==> src/rtl/cau_pkg.sv <==
// Shared types and constants of the complex arithmetic unit.
// Holds the channel payload structs, the pipeline work record and the CORDIC angle table.
// No dependencies.
package cau_pkg;

    localparam int DATA_WIDTH      = 32;
    localparam int FRAC_BITS       = 16;
    localparam int PROD_W          = 2 * DATA_WIDTH;
    localparam int QUO_W           = DATA_WIDTH + 1;
    localparam int DIV_PRE         = QUO_W - FRAC_BITS;
    localparam int ITER_STEPS      = QUO_W;
    localparam int SQRT_STEPS      = PROD_W / 2;
    localparam int CORDIC_STEPS    = 32;
    localparam int CORDIC_PRESHIFT = 28;
    localparam int ANG_FRAC        = 32;
    localparam int ANG_W           = 41;
    localparam int ATAN_LEN        = 17;

    localparam logic [63:0] DEC_UNIT = 64'd1000000000000;

    localparam logic [ANG_W-1:0] ANG_90  = ANG_W'(90)  << ANG_FRAC;
    localparam logic [ANG_W-1:0] ANG_180 = ANG_W'(180) << ANG_FRAC;
    localparam logic [ANG_W-1:0] ANG_360 = ANG_W'(360) << ANG_FRAC;

    typedef enum logic [2:0] {
        OP_ADD   = 3'd0,
        OP_SUB   = 3'd1,
        OP_MUL   = 3'd2,
        OP_DIV   = 3'd3,
        OP_POLAR = 3'd4
    } op_t;

    typedef struct packed {
        logic [2:0]                   op;
        logic signed [DATA_WIDTH-1:0] a_real;
        logic signed [DATA_WIDTH-1:0] a_imag;
        logic signed [DATA_WIDTH-1:0] b_real;
        logic signed [DATA_WIDTH-1:0] b_imag;
    } cau_in_t;

    typedef struct packed {
        logic signed [DATA_WIDTH-1:0] res_real;
        logic signed [DATA_WIDTH-1:0] res_imag;
        logic                         div_zero;
        logic                         overflow;
    } cau_out_t;

    // Everything one item carries through the iterative stages
    typedef struct packed {
        logic [2:0]                 op;
        logic signed [DATA_WIDTH:0] sum_real;
        logic signed [DATA_WIDTH:0] sum_imag;
        logic                       x_neg;
        logic                       y_neg;
        logic [PROD_W-1:0]          x_mag;
        logic [PROD_W-1:0]          y_mag;
        logic [PROD_W-1:0]          den;
        logic                       div_zero;
        logic                       x_big;
        logic                       y_big;
        logic [PROD_W-1:0]          x_rem;
        logic [PROD_W-1:0]          y_rem;
        logic [QUO_W-1:0]           x_quo;
        logic [QUO_W-1:0]           y_quo;
        logic [PROD_W-1:0]          sq_rad;
        logic [PROD_W-1:0]          sq_root;
        logic signed [PROD_W-1:0]   cx;
        logic signed [PROD_W-1:0]   cy;
        logic signed [ANG_W-1:0]    cz;
        logic                       re_neg;
        logic                       im_neg;
        logic                       re_zero;
        logic                       im_zero;
    } cau_work_t;

    // atan(2^-i) in degrees with ANG_FRAC fraction bits, evaluated at elaboration
    function automatic logic [ANG_W-2:0] atan_step(input int i);
        logic [63:0] d;
        logic [63:0] q;
        logic [63:0] r;
        int          k;
        int          b;
        k = (i < ATAN_LEN) ? i : ATAN_LEN - 1;
        case (k)
            0:       d = 64'd45000000000000;
            1:       d = 64'd26565051177078;
            2:       d = 64'd14036243467926;
            3:       d = 64'd7125016348902;
            4:       d = 64'd3576334374997;
            5:       d = 64'd1789910608246;
            6:       d = 64'd895173710211;
            7:       d = 64'd447614170861;
            8:       d = 64'd223810500369;
            9:       d = 64'd111905677066;
            10:      d = 64'd55952891894;
            11:      d = 64'd27976452617;
            12:      d = 64'd13988227142;
            13:      d = 64'd6994113675;
            14:      d = 64'd3497056851;
            15:      d = 64'd1748528427;
            default: d = 64'd874264214;
        endcase
        q = d / DEC_UNIT;
        r = d % DEC_UNIT;
        for (b = 0; b < ANG_FRAC; b++) begin
            r = r << 1;
            q = q << 1;
            if (r >= DEC_UNIT) begin
                r = r - DEC_UNIT;
                q = q | 64'd1;
            end
        end
        if (i > k) begin
            q = q >> (i - k);
        end
        return q[ANG_W-2:0];
    endfunction

    // Root bit weight of one square-root step, zero past the last step
    function automatic logic [PROD_W-1:0] sqrt_bit(input int i);
        if (i < SQRT_STEPS) begin
            return PROD_W'(1) << (PROD_W - 2 - 2 * i);
        end
        return '0;
    endfunction

endpackage

==> src/rtl/cau_iter.sv <==
// One iteration stage: divider step for both quotients; square-root and CORDIC steps in range.
// Depends on cau_pkg.
module cau_iter
    import cau_pkg::*;
#(
    parameter int STEP = 0
) (
    input  logic      aclk,
    input  logic      aresetn,
    input  logic      en,
    input  logic      valid_in,
    input  cau_work_t work_in,
    output logic      valid_out,
    output cau_work_t work_out
);

    localparam int  NB_K   = QUO_W - 1 - STEP;
    localparam bit  NB_USE = (NB_K >= FRAC_BITS);
    localparam int  NB_IDX = NB_USE ? NB_K - FRAC_BITS : 0;

    localparam logic [ANG_W-2:0]  STEP_ANGLE = atan_step(STEP);
    localparam logic [PROD_W-1:0] SQRT_BIT   = sqrt_bit(STEP);

    logic      valid_reg;
    cau_work_t work_reg;
    cau_work_t work_next;

    logic [PROD_W-1:0] base_x;
    logic [PROD_W-1:0] base_y;
    logic              big_x;
    logic              big_y;
    logic [PROD_W:0]   trial_x;
    logic [PROD_W:0]   trial_y;
    logic [PROD_W:0]   diff_x;
    logic [PROD_W:0]   diff_y;
    logic              qbit_x;
    logic              qbit_y;
    logic [PROD_W:0]   sq_trial;
    logic [PROD_W:0]   sq_diff;
    logic              sq_take;
    logic signed [PROD_W-1:0] dx;
    logic signed [PROD_W-1:0] dy;
    logic signed [ANG_W-1:0]  dz;

    // Divider: seed the partial remainder on the first step, then shift in one dividend bit
    always_comb begin
        if (STEP == 0) begin
            base_x = work_in.x_mag >> DIV_PRE;
            base_y = work_in.y_mag >> DIV_PRE;
            big_x  = (work_in.x_mag >> DIV_PRE) >= work_in.den;
            big_y  = (work_in.y_mag >> DIV_PRE) >= work_in.den;
        end else begin
            base_x = work_in.x_rem;
            base_y = work_in.y_rem;
            big_x  = work_in.x_big;
            big_y  = work_in.y_big;
        end
        trial_x = {base_x, (NB_USE ? work_in.x_mag[NB_IDX] : 1'b0)};
        trial_y = {base_y, (NB_USE ? work_in.y_mag[NB_IDX] : 1'b0)};
        diff_x  = trial_x - {1'b0, work_in.den};
        diff_y  = trial_y - {1'b0, work_in.den};
        qbit_x  = (trial_x >= {1'b0, work_in.den});
        qbit_y  = (trial_y >= {1'b0, work_in.den});
    end

    // Square root and CORDIC operands
    always_comb begin
        sq_trial = {1'b0, work_in.sq_root} + {1'b0, SQRT_BIT};
        sq_diff  = {1'b0, work_in.sq_rad} - sq_trial;
        sq_take  = ({1'b0, work_in.sq_rad} >= sq_trial);
        dx       = work_in.cy >>> STEP;
        dy       = work_in.cx >>> STEP;
        dz       = $signed({1'b0, STEP_ANGLE});
    end

    // Advance all three units by one step; square root and CORDIC only within their step counts
    always_comb begin
        work_next        = work_in;
        work_next.x_big  = big_x;
        work_next.y_big  = big_y;
        work_next.x_rem  = qbit_x ? diff_x[PROD_W-1:0] : trial_x[PROD_W-1:0];
        work_next.y_rem  = qbit_y ? diff_y[PROD_W-1:0] : trial_y[PROD_W-1:0];
        work_next.x_quo  = {work_in.x_quo[QUO_W-2:0], qbit_x};
        work_next.y_quo  = {work_in.y_quo[QUO_W-2:0], qbit_y};
        if (STEP < SQRT_STEPS) begin
            if (sq_take) begin
                work_next.sq_rad  = sq_diff[PROD_W-1:0];
                work_next.sq_root = (work_in.sq_root >> 1) + SQRT_BIT;
            end else begin
                work_next.sq_root = work_in.sq_root >> 1;
            end
        end
        if (STEP < CORDIC_STEPS) begin
            if (!work_in.cy[PROD_W-1]) begin
                work_next.cx = work_in.cx + dx;
                work_next.cy = work_in.cy - dy;
                work_next.cz = work_in.cz + dz;
            end else begin
                work_next.cx = work_in.cx - dx;
                work_next.cy = work_in.cy + dy;
                work_next.cz = work_in.cz - dz;
            end
        end
    end

    // Hold on stall, advance otherwise
    always_ff @(posedge aclk) begin
        if (!aresetn) begin
            valid_reg <= 1'b0;
        end else if (en) begin
            valid_reg <= valid_in;
        end
    end

    always_ff @(posedge aclk) begin
        if (en) begin
            work_reg <= work_next;
        end
    end

    assign valid_out = valid_reg;
    assign work_out  = work_reg;

endmodule

==> config.mk <==
export PLATFORM = sky130hd
export DESIGN_NAME = cau_iter
export DESIGN_NICKNAME = d
export VERILOG_FILES = /design/src/rtl/cau_pkg.sv /design/src/rtl/cau_iter.sv
export SDC_FILE = /design/constraint.sdc
export NUM_CORES = 2
export LEC_CHECK = 0
export BUFFER_PORTS_ARGS = -buffer_cell sky130_fd_sc_hd__buf_2
export CAP_MARGIN = 20
export CORE_AREA = 10 10 587 589
export DETAILED_ROUTE_END_ITERATION = 6
export DIE_AREA = 0 0 597 599
export PLACE_DENSITY_LB_ADDON = 0.2
export SYNTH_ARGS = -nofsm -noshare
export SYNTH_HDL_FRONTEND = slang
export SYNTH_SLANG_ARGS = --single-unit
export TNS_END_PERCENT = 10
==> constraint.sdc <==
create_clock -name aclk -period 10.14 [get_ports aclk]
set_input_delay 1.014 -clock aclk [delete_from_list [all_inputs] [get_ports aclk]]
set_output_delay 1.014 -clock aclk [all_outputs]
set_load 0.02 [all_outputs]
==> metrics <==
final hold violation count 0; starting density of the core between 10% and 20%; Startpoint Class input port; Wirelength per Cell a little over 30 um; Max-slew headroom slightly below 30%; Seq/Total Area, Yosys 47.1%; Slew Viols, Final 0; Resized Gates After CTS 0; CP max FO 13; final setup skew 0 ns; initial antenna violation count approximately 160; Required @ worst endpoint around 11 ns; fraction of the mapped netlist area in compound gates between 10% and 20%; flop-to-flop setup slack approximately 9.6 ns; R2R depth 2; Synth-to-Final Area Change 32.3%; Worst VDD drop roughly 0.12 mV; CTS clk-pin slew, worst paths ~0.06 ns; clk root buf clkbuf_16; clk_lat worst skew approximately 0.80 ns; fraction of layout cells with a size suffix above 1 a little over a quarter; total global-route track usage 17.1%; DR vias about 45k; Sequential Power Share a little over a third; Sum Neg Setup Slack 0 ns; post-synthesis xor/xnor area fraction 5.00%; worst r2r dst valid_out$_SDFFE_PN0P_; final setup fails 0; fill count about 37k; overall power roughly 0.011 W; largest family of logic cells by synthesized area compound AO/OA/AOI/OAI gates; reg-to-reg startpoint valid_out$_SDFFE_PN0P_; vias in the first global route about 45k; via/cell ratio approximately 4.2; post-synthesis cell type count 100; GPL Wtd Cong approximately 0.94; Cells after Synth around 4.8k; core area 333000 um2; die footprint between 300000 and 400000 um2; syn_nets between 5k and 6k; Hold WS around 0.33 ns; Longest Clk Path Bufs 4; first-pass GRT wire length roughly 420000 um; Seq cells post-synth 761; largest net degree at the start of global routing about 140; Synth Cell Area 48500 um2; crit path from work_in[52]; Starting DRT DRC Count around 3.4k; Tcrit/Tclk final between 50% and 60%; Ports 1527; Final min period between 5 and 6 ns; post-placement cell area approximately 60000 um2; asr flop ratio synth 0%; Congestion Overflow GR 0; nature of the critical path endpoint flip-flop; Combinational Power Share between 20 and 30%; TritonCTS clock tree done; drt pass-1 iters 6; DRC Markers 0; number of synthesized flops with an enable pin 760; Min-Delay Path Class in -> reg; final WL 326000 um; post-route cell area around 64000 um2; clock sink total around 760; WS Path Type in -> reg; Warnings, synthesis 0; Int Pwr roughly 0.0069 W; max cap viols 0; Post-Syn Area per Cell approximately 10 um2; Die H 599 um; HP Start work_in[708]; DP HPWL around 280000 um; Top FF cell, synth edfxtp_1; fmax 0.192 GHz; Post-Synth Simple-Gate Area a little over a tenth; clock share of power between 30% and 40%; multiplexer share of the synthesized area 0.879%; CTS buffer count approximately 110; critical path arrival between 5 and 6 ns; # H-tree levels 3; P_leak ~27 nW; status finished clean; RSZ-0062 raised after global routing no; Setup Fix Bufs, Post-CTS 0; Sw Share 36.6%; sw power 0.00400 W; Rows between 200 and 250; final net count around 7.4k; actual slew at the worst max-slew pin roughly 1.1 ns; post-cts hold buffer count 0; worst setup path endpoint work_out[86]$_DFFE_PP_; Detail Route Antenna Nets 0; I/O Buffers approximately 1.4k; Cell Pwr Density approximately 170 nW/um2; Adder-Cell Fraction of Synth Area a little under an eighth; Die W between 500 and 600 um
logic make-up after synthesis:
group,count (synthesis)
xor+xnor,277
simple gates,1125
flops,761
buf+inv,548
fa+ha+maj,458
mux,42
compound gates,1564
cell usage after synthesis, types with 42 or more instances:
master    count  area (um2)
ha_1        451        5640
a21oi_1     534        2670
xnor2_1     205        1800
nand3_1      56         280
xor2_1       72         631
nor2b_1      46         288
nand2_1     406        1520
o21bai_1     93         698
a31oi_1      42         263
nor3_1       53         265
a21o_1      175        1310
clkbuf_1    111         417
inv_1       363        1360
nand4_1     108         676
o21ai_0     394        1970
nor2_1      282        1060
edfxtp_1    760       22800
power groups by stage:
stage	clock, W	combinational, W	sequential, W
after global routing	0.00404	0.00338	0.00403
after global placement	0	0.00321	0.00406
after CTS	0.00393	0.00321	0.00401
after detailed placement	0	0.00319	0.00406
after floorplan	0	0.00124	0.00440
final	0.00378	0.00316	0.00400
sequential cells by signal, indices dropped and copies added (netlist names):
signal,flops
work_out,760
valid_out,1
how the worst min path moves through the flow:
stage	slack (ns)	depth (start not counted)	to
2_1_floorplan	0.59	2	valid_out$_SDFFE_PN0P_
3_5_place_dp	0.51	2	valid_out$_SDFFE_PN0P_
6_report	0.33	1	work_out[708]$_DFFE_PP_
3_3_place_gp	0.50	2	valid_out$_SDFFE_PN0P_
4_1_cts	0.23	1	work_out[316]$_DFFE_PP_
5_1_grt	0.26	1	work_out[708]$_DFFE_PP_
routing by layer:
metal | wire length [um] | GRT usage, %
met5 | 465 | 0
met1 | 125000 | 19.2
met4 | 10300 | 4.53
met2 | 169000 | 32.0
met3 | 21300 | 4.35
layout by cell type, fill, tap and decap left out, types with 21 or more instances in the layout:
cell type	synthesis	layout
a211oi_1	35	33
a21o_1	175	175
a21oi_1	534	534
a31oi_1	42	42
and3_1	22	22
buf_2	35	1393
buf_4	2	37
clkbuf_1	111	21
clkbuf_16	0	107
clkinv_1	12	30
diode_2	0	47
edfxtp_1	760	760
ha_1	451	451
inv_1	363	363
mux2i_1	37	37
nand2_1	406	406
nand2b_1	35	35
nand3_1	56	56
nand4_1	108	108
nor2_1	282	282
nor2b_1	46	46
nor3_1	53	53
nor4_1	37	37
o211ai_1	31	31
o21a_1	35	35
o21ai_0	394	393
o21bai_1	93	93
o31ai_1	30	29
or3_1	21	21
xnor2_1	205	205
xor2_1	72	72
area by class of cell:
| class | instances | area (um2) | area share (%) |
|---|---|---|---|
| tap | 4387 | 5490 | 8.55 |
| multi-input combinational | 3466 | 23600 | 36.7 |
| inverter | 376 | 1410 | 2.20 |
| timing repair buffer | 1436 | 7360 | 11.5 |
| clock buffer | 130 | 2780 | 4.33 |
| sequential | 761 | 22800 | 35.6 |
| clock inverter | 64 | 632 | 0.984 |
| antenna | 47 | 118 | 0.183 |
stage by stage:
step           worst slack (ns)  instances  utilization [%]
6_report                   4.93      10700             19.3
3_5_place_dp               4.11      10400             18.2
4_1_cts                    5.00      10600             19.3
2_1_floorplan              5.99       4775                -
3_3_place_gp               4.12      10400             18.2
5_1_grt                    4.89      10600             19.3
worst max-delay path: stages:
cell	delay [ns]
buf_2	0.11
inv_1	0.05
ha_1	0.55
inv_1	0.18
a221oi_1	0.45
a211oi_1	0.17
a211oi_1	0.65
o21ai_1	0.40
a31o_2	0.37
a21oi_2	0.34
nor4_1	0.12
nor3b_1	0.52
o22ai_1	0.22
xnor2_1	0.52
(Power assumes the default switching activity.)
